File: src/hdl/swz_pkg.sv
`default_nettype none
package swz_pkg;

  localparam int NUM_METRICS       = 5;
  localparam int DEF_WINDOW_DEPTH  = 256;
  localparam int DEF_SAMPLE_BITS   = 24;

  localparam int THR_W  = 16;
  localparam int MIN_W  = 9;
  localparam int ID_W   = 3;
  localparam int Z_W    = 16;   // Q8.8 z-score
  localparam int ZSQ_SH = 16;   // 256^2 scale for the squared ratio
  localparam int QUO_W  = 32;   // quotient bits kept by the divider
  localparam int STEP_W = $clog2(QUO_W);
  localparam int ADDR_W = 3;
  localparam int DATA_W = 32;

  localparam logic [THR_W-1:0] THR_RESET = 16'd768;
  localparam logic [MIN_W-1:0] MIN_RESET = 9'd16;

  localparam logic [ID_W-1:0] NO_METRIC   = 3'd5;
  localparam logic [ID_W-1:0] LAST_METRIC = 3'd4;

  // register index taken from paddr[2]
  localparam logic REG_THR = 1'b0;
  localparam logic REG_MIN = 1'b1;

  // datapath operations
  localparam logic [3:0] OP_IDLE  = 4'd0;
  localparam logic [3:0] OP_LOAD  = 4'd1;
  localparam logic [3:0] OP_SQ    = 4'd2;
  localparam logic [3:0] OP_ACC   = 4'd3;
  localparam logic [3:0] OP_WRITE = 4'd4;
  localparam logic [3:0] OP_Z1    = 4'd5;
  localparam logic [3:0] OP_Z2    = 4'd6;
  localparam logic [3:0] OP_Z3    = 4'd7;
  localparam logic [3:0] OP_Z4    = 4'd8;
  localparam logic [3:0] OP_DIVI  = 4'd9;
  localparam logic [3:0] OP_DIVS  = 4'd10;
  localparam logic [3:0] OP_SQS   = 4'd11;
  localparam logic [3:0] OP_ZDONE = 4'd12;
  localparam logic [3:0] OP_MEANI = 4'd13;
  localparam logic [3:0] OP_MEAND = 4'd14;
  localparam logic [3:0] OP_OUT   = 4'd15;

  typedef struct packed {
    logic [3:0]        op;
    logic [ID_W-1:0]   metric;
    logic [STEP_W-1:0] step;
  } swz_cmd_t;

  typedef struct packed {
    logic            eval;
    logic            zskip;
    logic            any_fire;
    logic [ID_W-1:0] fid;
  } swz_stat_t;

endpackage
`default_nettype wire

File: src/hdl/swz_ctrl.sv
`default_nettype none
module swz_ctrl (
  input  wire logic                clk,
  input  wire logic                rst_n,
  input  wire logic                in_valid,
  output      logic                in_stall,
  output      logic                out_valid,
  input  wire logic                out_stall,
  input  wire swz_pkg::swz_stat_t  status_i,
  output      swz_pkg::swz_cmd_t   cmd_o
);

  localparam int SW_ = swz_pkg::STEP_W;
  localparam logic [SW_-1:0] DIV_LAST = SW_'(swz_pkg::QUO_W - 1);
  localparam logic [SW_-1:0] SQ_LAST  = SW_'(swz_pkg::Z_W - 1);

  localparam logic [4:0] S_IDLE  = 5'd0;
  localparam logic [4:0] S_SQ    = 5'd1;
  localparam logic [4:0] S_ACC   = 5'd2;
  localparam logic [4:0] S_WRITE = 5'd3;
  localparam logic [4:0] S_EVAL  = 5'd4;
  localparam logic [4:0] S_Z1    = 5'd5;
  localparam logic [4:0] S_Z2    = 5'd6;
  localparam logic [4:0] S_Z3    = 5'd7;
  localparam logic [4:0] S_Z4    = 5'd8;
  localparam logic [4:0] S_DIVI  = 5'd9;
  localparam logic [4:0] S_DIVS  = 5'd10;
  localparam logic [4:0] S_SQS   = 5'd11;
  localparam logic [4:0] S_ZDONE = 5'd12;
  localparam logic [4:0] S_MCHK  = 5'd13;
  localparam logic [4:0] S_MEANI = 5'd14;
  localparam logic [4:0] S_MEANS = 5'd15;
  localparam logic [4:0] S_MEAND = 5'd16;
  localparam logic [4:0] S_OUT   = 5'd17;

  logic [4:0]                   state_r, state_nxt;
  logic [swz_pkg::ID_W-1:0]     metric_r, metric_nxt;
  logic [SW_-1:0]               step_r, step_nxt;
  logic                         out_valid_r, out_valid_nxt;
  logic                         out_free;
  swz_pkg::swz_cmd_t            cmd;

  assign out_free = !out_valid_r || !out_stall;

  always_comb begin
    state_nxt  = state_r;
    metric_nxt = metric_r;
    step_nxt   = step_r;
    cmd.op     = swz_pkg::OP_IDLE;
    cmd.metric = metric_r;
    cmd.step   = step_r;
    unique case (state_r)
      S_IDLE: begin
        if (in_valid) begin
          cmd.op     = swz_pkg::OP_LOAD;
          metric_nxt = '0;
          state_nxt  = S_SQ;
        end
      end
      S_SQ: begin
        cmd.op    = swz_pkg::OP_SQ;
        state_nxt = S_ACC;
      end
      S_ACC: begin
        cmd.op = swz_pkg::OP_ACC;
        if (metric_r == swz_pkg::LAST_METRIC) begin
          state_nxt  = S_WRITE;
          metric_nxt = '0;
        end else begin
          state_nxt  = S_SQ;
          metric_nxt = metric_r + 1'b1;
        end
      end
      S_WRITE: begin
        cmd.op    = swz_pkg::OP_WRITE;
        state_nxt = S_EVAL;
      end
      S_EVAL: begin
        state_nxt = status_i.eval ? S_Z1 : S_OUT;
      end
      S_Z1: begin
        cmd.op    = swz_pkg::OP_Z1;
        state_nxt = S_Z2;
      end
      S_Z2: begin
        cmd.op    = swz_pkg::OP_Z2;
        state_nxt = S_Z3;
      end
      S_Z3: begin
        cmd.op    = swz_pkg::OP_Z3;
        state_nxt = S_Z4;
      end
      S_Z4: begin
        cmd.op    = swz_pkg::OP_Z4;
        state_nxt = status_i.zskip ? S_ZDONE : S_DIVI;
      end
      S_DIVI: begin
        cmd.op    = swz_pkg::OP_DIVI;
        step_nxt  = DIV_LAST;
        state_nxt = S_DIVS;
      end
      S_DIVS: begin
        cmd.op = swz_pkg::OP_DIVS;
        if (step_r == '0) begin
          step_nxt  = SQ_LAST;
          state_nxt = S_SQS;
        end else begin
          step_nxt = step_r - 1'b1;
        end
      end
      S_SQS: begin
        cmd.op = swz_pkg::OP_SQS;
        if (step_r == '0) begin
          state_nxt = S_ZDONE;
        end else begin
          step_nxt = step_r - 1'b1;
        end
      end
      S_ZDONE: begin
        cmd.op = swz_pkg::OP_ZDONE;
        if (metric_r == swz_pkg::LAST_METRIC) begin
          state_nxt = S_MCHK;
        end else begin
          metric_nxt = metric_r + 1'b1;
          state_nxt  = S_Z1;
        end
      end
      S_MCHK: begin
        state_nxt = status_i.any_fire ? S_MEANI : S_OUT;
      end
      S_MEANI: begin
        cmd.op     = swz_pkg::OP_MEANI;
        cmd.metric = status_i.fid;
        step_nxt   = DIV_LAST;
        state_nxt  = S_MEANS;
      end
      S_MEANS: begin
        cmd.op = swz_pkg::OP_DIVS;
        if (step_r == '0) begin
          state_nxt = S_MEAND;
        end else begin
          step_nxt = step_r - 1'b1;
        end
      end
      S_MEAND: begin
        cmd.op    = swz_pkg::OP_MEAND;
        state_nxt = S_OUT;
      end
      S_OUT: begin
        cmd.metric = status_i.fid;
        if (out_free) begin
          cmd.op    = swz_pkg::OP_OUT;
          state_nxt = S_IDLE;
        end
      end
      default: begin
        state_nxt = S_IDLE;
      end
    endcase
  end

  assign out_valid_nxt = (cmd.op == swz_pkg::OP_OUT) ? 1'b1 : (out_valid_r && out_stall);

  always_ff @(posedge clk) begin
    if (!rst_n) begin
      state_r     <= S_IDLE;
      metric_r    <= '0;
      step_r      <= '0;
      out_valid_r <= 1'b0;
    end else begin
      state_r     <= state_nxt;
      metric_r    <= metric_nxt;
      step_r      <= step_nxt;
      out_valid_r <= out_valid_nxt;
    end
  end

  assign in_stall  = (state_r != S_IDLE);
  assign out_valid = out_valid_r;
  assign cmd_o     = cmd;

  a_accept_starts: assert property (@(posedge clk) disable iff (!rst_n)
    (state_r == S_IDLE && in_valid) |=> (state_r == S_SQ))
    else $error("accepted item did not start the window update");

  a_out_loads: assert property (@(posedge clk) disable iff (!rst_n)
    (state_r == S_OUT && !out_valid_r) |=> (out_valid_r && state_r == S_IDLE))
    else $error("free output register was not loaded");

  a_metric_range: assert property (@(posedge clk) disable iff (!rst_n)
    (metric_r <= swz_pkg::LAST_METRIC))
    else $error("metric index out of range");

  a_mean_needs_fire: assert property (@(posedge clk) disable iff (!rst_n)
    (state_r == S_MEANI) |-> status_i.any_fire)
    else $error("mean pass without a firing metric");

endmodule
`default_nettype wire

File: config.mk
export PLATFORM = sky130hd
export DESIGN_NAME = swz_ctrl
export DESIGN_NICKNAME = d
export VERILOG_FILES = /design/src/hdl/swz_pkg.sv /design/src/hdl/swz_ctrl.sv
export SDC_FILE = /design/constraint.sdc
export NUM_CORES = 1
export LEC_CHECK = 0
export BUFFER_PORTS_ARGS = -buffer_cell sky130_fd_sc_hd__buf_2
export CAP_MARGIN = 20
export CELL_PAD_IN_SITES_DETAIL_PLACEMENT = 1
export CELL_PAD_IN_SITES_GLOBAL_PLACEMENT = 1
export CORE_MARGIN = 2
export CORE_UTILIZATION = 45
export CTS_BUF_LIST = sky130_fd_sc_hd__clkbuf_8
export CTS_CLUSTER_SIZE = 16
export DETAILED_ROUTE_END_ITERATION = 7
export MAX_ROUTING_LAYER = met4
export PLACE_DENSITY_LB_ADDON = 0.3
export SYNTH_ARGS = -nofsm -noshare
export SYNTH_HDL_FRONTEND = slang
export SYNTH_SLANG_ARGS = --single-unit
File: constraint.sdc
create_clock -name clk -period 3.2 [get_ports clk]
set_input_delay 0.64 -clock clk [delete_from_list [all_inputs] [get_ports clk]]
set_output_delay 0.64 -clock clk [all_outputs]
set_load 0.005 [all_outputs]
=== Word level (Yosys, flattened, before mapping) ===
Index checks and enable logic that the tools add are counted.

* Add/subtract/negate cells: 2
* Reductions and logical operators: 16
* Equality and inequality tests: 26
* Multiplexer cells: 23

{| class="wikitable"
|+ Operators with widths
! operator !! count
|-
| one-hot mux 5 bit (18 select lines) || 1
|-
| one-hot mux 4 bit (15 select lines) || 1
|-
| 2-to-1 mux 5 bit || 9
|-
| equality test 5 x 4 -> 1 bit, second input constant || 8
|-
| equality test 5 x 3 -> 1 bit, second input constant || 4
|-
| 2-to-1 mux 3 bit || 5
|-
| one-hot mux 5 bit (3 select lines) || 1
|-
| inequality test 2 bit, second input constant || 7
|-
| equality test 5 x 2 -> 1 bit, second input constant || 2
|-
| equality test 5 bit, second input constant || 2
|-
| zero test 5 bit || 2
|-
| one-hot mux 3 bit (3 select lines) || 1
|-
| 2-to-1 mux 4 bit || 2
|-
| OR reduction 2 bit || 4
|-
| nonzero test 3 bit || 2
|-
| equality test 5 x 1 -> 1 bit, second input constant || 1
|-
| AND reduction 5 bit || 1
|-
| nonzero test 5 bit || 1
|-
| subtractor 5 x 1 -> 5 bit, second input constant || 1
|-
| equality test 4 bit, second input constant || 1
|-
| adder 3 x 1 -> 3 bit, second input constant || 1
|-
| equality test 3 bit, second input constant || 1
|-
| AND reduction 3 bit || 1
|-
| zero test 1 bit || 2
|-
| 5 further kinds || 6
|}

* Word-level logic and storage cells: 71
* Flip-flop bits (word level): 14
* Input port bits: 10
* Output and inout bits: 14

=== Logic depth before layout (Yosys ltp) ===
Gate-level depths: netlist (run 1).

* Depth after elaboration: 6
* Gate-level depth with buffers: 7
* Mapped depth without buffers: 7

=== Worst setup path after synthesis (run 1) ===
No wires, ideal clock.

* Kind: register to output
* Start: register state_r[1]
* End: output port cmd_o[7] (netlist name)
* Required time: 2.560 ns
* Arrival: 1.407 ns
* Path buffers: 2
* Setup slack: 1.153 ns
* Cell stages (with the launch flop): 6
* Cell sequence: dfxtp_1 buf_2 buf_2 nand2_1 o31ai_2 mux2_2

{| class="wikitable"
|+ RTL lines
! element !! line !! text
|-
| start, declared || swz_ctrl.sv:36 || <nowiki>logic [4:0] state_r, state_nxt;</nowiki>
|-
| start signal, assigned || swz_ctrl.sv:171 || <nowiki>state_r <= state_nxt;</nowiki>
|-
| end, declared || swz_ctrl.sv:10 || <nowiki>output swz_pkg::swz_cmd_t cmd_o</nowiki>
|}

==> results by group, run 1 <==
Critical path
  • Longest individual stage delay on the worst path: 0.45 ns
  • CP max FO: 11
  • CP required: 2.56 ns
  • Endpoint arrival time on the critical path: 2.10 ns
  • Endpoint type of the worst setup path: output pin
  • Number of cells on the worst reg-to-reg path: 7
  • Worst setup path class: register to output pin
  • Slowest cell on the critical path: sky130_fd_sc_hd__dfxtp_1
  • Kind of start point of the critical path: register
  • Cell chain of the critical path: nor2_1 > nand3_1 > o31ai_2 > mux2_2 > buf_2

GRT
  • Number of global-route vias before repair: 1,370
  • Residual overflow from global routing: 0
  • First-pass GRT wire length: 6.53 mm
  • Largest net degree at the start of global routing: 27
  • Total routing resource utilization after global routing: 0.259
  • Initial antenna violation count: 0

Clock tree
  • Clock latency on the worst-skew pair: 0.25 ns
  • Cell at the root of the clock tree: sky130_fd_sc_hd__clkbuf_8
  • Maximum buffer depth of the clock tree: 2
  • H-tree depth: 1
  • Hold-fix buffer count after cts: 0
  • CTS clock-pin slew for the worst setup and hold paths: 0.06 ns
  • CTS tree: yes
  • Clock sink count: 14
  • Post-cts gate resize count: 0
  • Number of buffers inserted during clock tree synthesis: 3
  • Post-CTS setup buffer count: 0

Timing
  • Final critical delay including setup and external delays: 2.74 ns
  • Share of the clock period used by the worst path: 0.855
  • Setup WS post-layout: 0.465 ns
  • Final hold viol count: 0
  • Final setup viols: 0
  • Final max-slew violation count: 0
  • Relative slew margins: 0.632
  • Final-layout setup total negative slack: 0 ns
  • Maximum achievable frequency: 366 MHz
  • Setup repair after global routing missed its margin: false
  • Worst clock skew: 0.00209 ns
  • Transition time at the pin with the least slew margin: 0.553 ns

Yosys
  • Post-Syn Instances: 169
  • Post-Synthesis Cell Area: 0.00129 mm^2
  • Xor/xnor share of the synthesized area: 0.0272
  • Post-synthesis area per instance: 7.62 um^2
  • Sequential fraction of the synthesis area: 0.218
  • Number of flip-flops and latches in the synthesized netlist: 14
  • Synth warn: 0
  • Multiplexer share of the synthesized area: 0.0165
  • Netlist cell types: 57
  • Leading cell types by total area after synthesis: sky130_fd_sc_hd__dfxtp_1 22%, sky130_fd_sc_hd__o21ai_0 5.1%, sky130_fd_sc_hd__nor2_1 4.7%
  • Net Count, Synth: 182
  • Share of the synthesized area in compound gates (AO/OA/AOI/OAI): 0.306
  • Fraction of registers with async set/reset: 0
  • Synth Area in Simple Gates: 0.324
  • Synth Area in Adders: 0.0292
  • Dominant combinational cell family by area after synthesis: simple AND/OR/NAND/NOR gates
  • Post-synth top area cell: sky130_fd_sc_hd__dfxtp_1
  • Count of flip-flops with a built-in enable after synthesis: 0
  • Leading register cell type out of synthesis: sky130_fd_sc_hd__dfxtp_1
  • Area share of the largest cell type after synthesis: 0.218

Route
  • Post-detailed-route count of antenna-violating nets: 0
  • 1st-pass router iterations: 4
  • Total Wirelength: 3.86 mm
  • Via count: 1,361
  • First DRT Iteration DRCs: 45
  • DRC violations left: 0
  • Mean routed wirelength per cell: 17.7 um
  • Number of vias per cell after detailed routing: 6.24

Flow run
  • Max Cap Viol: 0

Floorplanning
  • Width of the die: 57.5 um
  • Core Area: 0.00273 mm^2
  • Die Height: 57.5 um
  • Die ar.: 0.00331 mm^2
  • Starting density of the core: 0.471
  • I/O Pins: 24
  • Row cnt: 19

Final layout
  • FILL cells: 369
  • Inserted Diodes: 0
  • Area growth from synthesis to final layout: 13.2%
  • Final cell utilization of the core: 0.533
  • Final std cell area, no fill: 0.00146 mm^2
  • Most common cell after layout, fill and taps aside: sky130_fd_sc_hd__buf_2
  • Fraction of layout cells with a size suffix above 1: 0.219
  • Leading cell types in the layout, fill and taps excluded: 23 x sky130_fd_sc_hd__buf_2, 16 x sky130_fd_sc_hd__nor2_1, 15 x sky130_fd_sc_hd__nand2_1, 14 x sky130_fd_sc_hd__dfxtp_1, 13 x sky130_fd_sc_hd__o21ai_0
  • Post-Layout Cell Count: 218
  • Net count of the finished layout: 201

Place
  • Detailed placement HPWL: 2.84 mm
  • Worst-case setup slack after placement: 0.800 ns
  • Input/output buffers: 23
  • Post-Place Cell Area: 0.00140 mm^2
  • Final GP Congestion: 0.833
  • Placed cell count: 214

Min path
  • Hold depth: 2
  • Hold Crit Class: register to register

Power and ir drop
  • VDD IR max: 0.000298 V
  • Power density cells: 353 mW/mm^2
  • Static leakage: 0.583 nW

Run status
  • Result of the run: complete, no violations
cell families after synthesis:
group,Yosys count
flops,14
simple gates,70
mux,2
compound gates,55
buf+inv,21
xor+xnor,4
fa+ha+maj,3
through the flow:
stage	hold WS (ns)	total power [mW]
final	0.490	0.514
after global routing	0.534	0.541
after CTS	0.494	0.517
after detailed placement	0.487	0.338
after floorplan	0.453	0.296
after global placement	0.472	0.331
critical path, delay by kind of cell, from the launching register on:
kind	cells	cell delay [ns]
muxes	1	0.38
DFF	1	0.45
and+or+nand+nor	2	0.70
AOI/OAI and AO/OA	1	0.19
buffers and inverters	1	0.12
layout make-up:
cell class | instances | area (um^2) | area share
inverters | 7 | 26.3 | 0.0180
repair buffers | 28 | 153 | 0.105
well taps | 31 | 38.8 | 0.0266
flip-flops and latches | 14 | 280 | 0.192
clock buffers | 4 | 55.1 | 0.0378
multi-input cells | 134 | 905 | 0.621
cells in the mapped netlist, types with 2 or more instances:
cell / instances
sky130_fd_sc_hd__nor2_1: 16
sky130_fd_sc_hd__nand2_1: 15
sky130_fd_sc_hd__dfxtp_1: 14
sky130_fd_sc_hd__o21ai_0: 13
sky130_fd_sc_hd__a21oi_1: 11
sky130_fd_sc_hd__buf_2: 10
sky130_fd_sc_hd__inv_1: 7
sky130_fd_sc_hd__nand3_1: 6
sky130_fd_sc_hd__nor2b_1: 6
sky130_fd_sc_hd__o22ai_1: 4
sky130_fd_sc_hd__a31oi_1: 3
sky130_fd_sc_hd__and2_1: 3
sky130_fd_sc_hd__ha_1: 3
sky130_fd_sc_hd__nand2b_1: 3
sky130_fd_sc_hd__nand4_1: 3
sky130_fd_sc_hd__xnor2_1: 3
sky130_fd_sc_hd__a21boi_0: 2
sky130_fd_sc_hd__and3_1: 2
sky130_fd_sc_hd__nand4b_1: 2
sky130_fd_sc_hd__nor3b_1: 2
sky130_fd_sc_hd__nor4_1: 2
sky130_fd_sc_hd__o211a_1: 2
sky130_fd_sc_hd__o211ai_1: 2
sky130_fd_sc_hd__o31ai_1: 2
metal layers:
metal | track usage | up-vias | share of wire
met5 | - | - | 0
met4 | 0.0631 | 0 | 0.014
met3 | 0.0476 | 6 | 0.041
met2 | 0.420 | 33 | 0.47
met1 | 0.331 | 668 | 0.47
li1 | - | 654 | -
final timing paths:
| check | startpoint | to | slack (ns) |
|---|---|---|---|
| min reg2reg | metric_r[1]$_SDFFE_PN0P_ | metric_r[1]$_SDFFE_PN0P_ | 0.49 |
| min | metric_r[1]$_SDFFE_PN0P_ | metric_r[1]$_SDFFE_PN0P_ | 0.49 |
| max | state_r[2]$_SDFFE_PN0P_ | cmd_o[7] | 0.46 |
| max reg2reg | step_r[0]$_SDFFE_PN0P_ | state_r[4]$_SDFFE_PN0P_ | 1.16 |
power by group:
group / internal, mW / switching (mW) / total, mW / leakage (nW)
registers: 0.181 / 0.0101 / 0.191 / 0.113
clock network: 0.109 / 0.0688 / 0.178 / 0.0288
logic: 0.0575 / 0.0878 / 0.145 / 0.441
sequential cells by signal, indices dropped and copies added (netlist names):
name and cells:
step_r 5, metric_r 3, state_r 5, out_valid 1
Power figures use the tool's default switching activity.
==> run 2, diff against run 1 <==
BUFFER_PORTS_ARGS = -buffer_cell sky130_fd_sc_hd__clkbuf_2   (was -buffer_cell sky130_fd_sc_hd__buf_2)
CORE_UTILIZATION = 43   (was 45)
CTS_BUF_LIST = sky130_fd_sc_hd__clkbuf_8 sky130_fd_sc_hd__clkbuf_16   (was sky130_fd_sc_hd__clkbuf_8)
==> run 2 against run 1 <==
The flow now finishes with violations (DRC). First-iteration DRC count grew 82%. Critical path depth did not move. Cell count shrank 0.46%. Final area decreased by 0.94%. Routed wire length decreased by 1.1%. Combinational power is essentially flat. Sequential share of layout area grew 0.18 points. Count of clock-buffer cells in the layout shrank 1. Die area grew 4.3%. Non-clock buffer count did not move.
==> results by group, run 2 (synthesis gave the netlist of run 1 again) <==
Run status
  • Result of the run: finished, violations left (was complete, no violations)
  • Violations in the final reports: DRC

Route
  • DRC violations left: 3 (was 0)
  • Mean routed wirelength per cell: 17.6 um (was 17.7 um)
  • 1st-pass router iterations: 6 (was 4)
  • Via count: 1,359 (was 1,361)
  • Post-detailed-route count of antenna-violating nets: 0 (unchanged)
  • First DRT Iteration DRCs: 82 (was 45)
  • Number of vias per cell after detailed routing: 6.26 (was 6.24)
  • Total Wirelength: 3.82 mm (was 3.86 mm)

Place
  • Post-Place Cell Area: 0.00140 mm^2 (unchanged)
  • Final GP Congestion: 0.873 (was 0.833)
  • Placed cell count: 214 (unchanged)
  • Detailed placement HPWL: 2.93 mm (was 2.84 mm)
  • Worst-case setup slack after placement: 0.804 ns (was 0.800 ns)
  • Input/output buffers: 23 (unchanged)

Min path
  • Hold depth: 2 (unchanged)
  • Sink of the worst hold path: metric_r[1]$_SDFFE_PN0P_ (unchanged)
  • Hold Crit Class: register to register (unchanged)
  • Hold path startpoint: metric_r[1]$_SDFFE_PN0P_ (unchanged)

Clock tree
  • H-tree depth: 1 (unchanged)
  • CTS clock-pin slew for the worst setup and hold paths: 0.05 ns (was 0.06 ns)
  • Post-CTS setup buffer count: 0 (unchanged)
  • Cell at the root of the clock tree: sky130_fd_sc_hd__clkbuf_8 (unchanged)
  • Clock sink count: 14 (unchanged)
  • Hold-fix buffer count after cts: 0 (unchanged)
  • Clock latency on the worst-skew pair: 0.24 ns (was 0.25 ns)
  • CTS tree: yes (unchanged)
  • Post-cts gate resize count: 0 (unchanged)
  • Number of buffers inserted during clock tree synthesis: 3 (unchanged)
  • Maximum buffer depth of the clock tree: 2 (unchanged)

Floorplanning
  • Die Height: 58.7 um (was 57.5 um)
  • I/O Pins: 24 (unchanged)
  • Die ar.: 0.00345 mm^2 (was 0.00331 mm^2)
  • Starting density of the core: 0.459 (was 0.471)
  • Row cnt: 19 (unchanged)
  • Core Area: 0.00281 mm^2 (was 0.00273 mm^2)
  • Width of the die: 58.7 um (was 57.5 um)

Timing
  • Transition time at the pin with the least slew margin: 0.561 ns (was 0.553 ns)
  • Relative slew margins: 0.626 (was 0.632)
  • Share of the clock period used by the worst path: 0.835 (was 0.855)
  • Final hold viol count: 0 (unchanged)
  • Final-layout setup total negative slack: 0 ns (unchanged)
  • Setup WS post-layout: 0.529 ns (was 0.465 ns)
  • Setup repair after global routing missed its margin: false (unchanged)
  • Final max-slew violation count: 0 (unchanged)
  • Maximum achievable frequency: 374 MHz (was 366 MHz)
  • Worst clock skew: 0.00137 ns (was 0.00209 ns)
  • Smallest hold slack: 0.530 ns (was 0.490 ns)
  • Final critical delay including setup and external delays: 2.67 ns (was 2.74 ns)
  • Final setup viols: 0 (unchanged)

Final layout
  • Leading cell types in the layout, fill and taps excluded: 23 x sky130_fd_sc_hd__clkbuf_2, 16 x sky130_fd_sc_hd__nor2_1, 15 x sky130_fd_sc_hd__nand2_1, 14 x sky130_fd_sc_hd__dfxtp_1, 13 x sky130_fd_sc_hd__o21ai_0 (was 23 x sky130_fd_sc_hd__buf_2, 16 x sky130_fd_sc_hd__nor2_1, 15 x sky130_fd_sc_hd__nand2_1, 14 x sky130_fd_sc_hd__dfxtp_1, 13 x sky130_fd_sc_hd__o21ai_0)
  • Post-Layout Cell Count: 217 (was 218)
  • Final std cell area, no fill: 0.00144 mm^2 (was 0.00146 mm^2)
  • Final cell utilization of the core: 0.515 (was 0.533)
  • Most common cell after layout, fill and taps aside: sky130_fd_sc_hd__clkbuf_2 (was sky130_fd_sc_hd__buf_2)
  • Inserted Diodes: 0 (unchanged)
  • Biggest regs: state_r (5), step_r (5), metric_r (3) (unchanged)
  • Net count of the finished layout: 201 (unchanged)
  • Fraction of layout cells with a size suffix above 1: 0.215 (was 0.219)
  • Area growth from synthesis to final layout: 12.1% (was 13.2%)

GRT
  • Number of global-route vias before repair: 1,306 (was 1,370)
  • Largest net degree at the start of global routing: 27 (unchanged)
  • Layer with the highest usage after global routing: met2 (unchanged)
  • Met2 track demand over resource: 0.400 (was 0.420)
  • Initial antenna violation count: 0 (unchanged)
  • Met3 track utilization from global routing: 0.0396 (was 0.0476)
  • Met1 capacity usage during global routing: 0.308 (was 0.331)
  • First-pass GRT wire length: 6.18 mm (was 6.53 mm)
  • Total routing resource utilization after global routing: 0.240 (was 0.259)
  • Residual overflow from global routing: 0 (unchanged)

Critical path
  • R2r setup slk: 1.06 ns (was 1.16 ns)
  • Worst setup path class: register to output pin (unchanged)
  • Launching point of the worst reg2reg path: state_r[3]$_SDFFE_PN0P_ (was step_r[0]$_SDFFE_PN0P_)
  • Endpoint arrival time on the critical path: 2.03 ns (was 2.10 ns)
  • Number of cells on the worst reg-to-reg path: 6 (was 7)
  • CP required: 2.56 ns (about the same)
  • Kind of start point of the critical path: register (unchanged)
  • Worst r2r dst: state_r[4]$_SDFFE_PN0P_ (unchanged)
  • CP max FO: 10 (was 11)
  • Endpoint type of the worst setup path: output pin (unchanged)
  • Worst setup path startpoint: state_r[2]$_SDFFE_PN0P_ (unchanged)

Power and ir drop
  • Static leakage: 0.568 nW (was 0.583 nW)
  • Total Power Consumption: 0.475 mW (was 0.514 mW)
  • VDD IR max: 0.000360 V (was 0.000298 V)
  • Power density cells: 329 mW/mm^2 (was 353 mW/mm^2)

Flow run
  • Max Cap Viol: 0 (unchanged)
[run 2: cell count changes in the layout (fill, tap and decap cells not counted), sizes merged]
cell    before  now
clkbuf       4   26
buf         28    5
[run 2: final cells by class]
class / count / area, um^2
clock buffers: 3 / 41.3
well taps: 31 / 38.8
multi-input cells: 134 / 905
flip-flops and latches: 14 / 280
fillers: 371 / 1360
inverters: 7 / 26.3
repair buffers: 28 / 153
[run 2: worst max path at each step]
stage                          end  cells after the start
after floorplan           cmd_o[7]                      5
after global placement    cmd_o[7]                      4
after detailed placement  cmd_o[7]                      4
after CTS                 cmd_o[7]                      4
after global routing      cmd_o[7]                      5
final                     cmd_o[7]                      5
[run 2: power breakdown]
part	switching [mW]	leakage (nW)	internal, mW
logic	0.0873	0.433	0.0574
registers	0.0105	0.113	0.181
clock network	0.0559	0.0216	0.0830
[run 2: worst max-delay path, stage by stage, from the launching register on]
cell	delay, ns
sky130_fd_sc_hd__dfxtp_1	0.46
sky130_fd_sc_hd__nor2_1	0.40
sky130_fd_sc_hd__nand3_1	0.24
sky130_fd_sc_hd__o31ai_2	0.19
sky130_fd_sc_hd__mux2_2	0.39
sky130_fd_sc_hd__clkbuf_2	0.11
[run 2: layer usage]
layer | routed length (um) | share of wire
met1 | 1720 | 0.45
met2 | 1890 | 0.50
met3 | 166 | 0.043
met4 | 42 | 0.011
met5 | 0 | 0
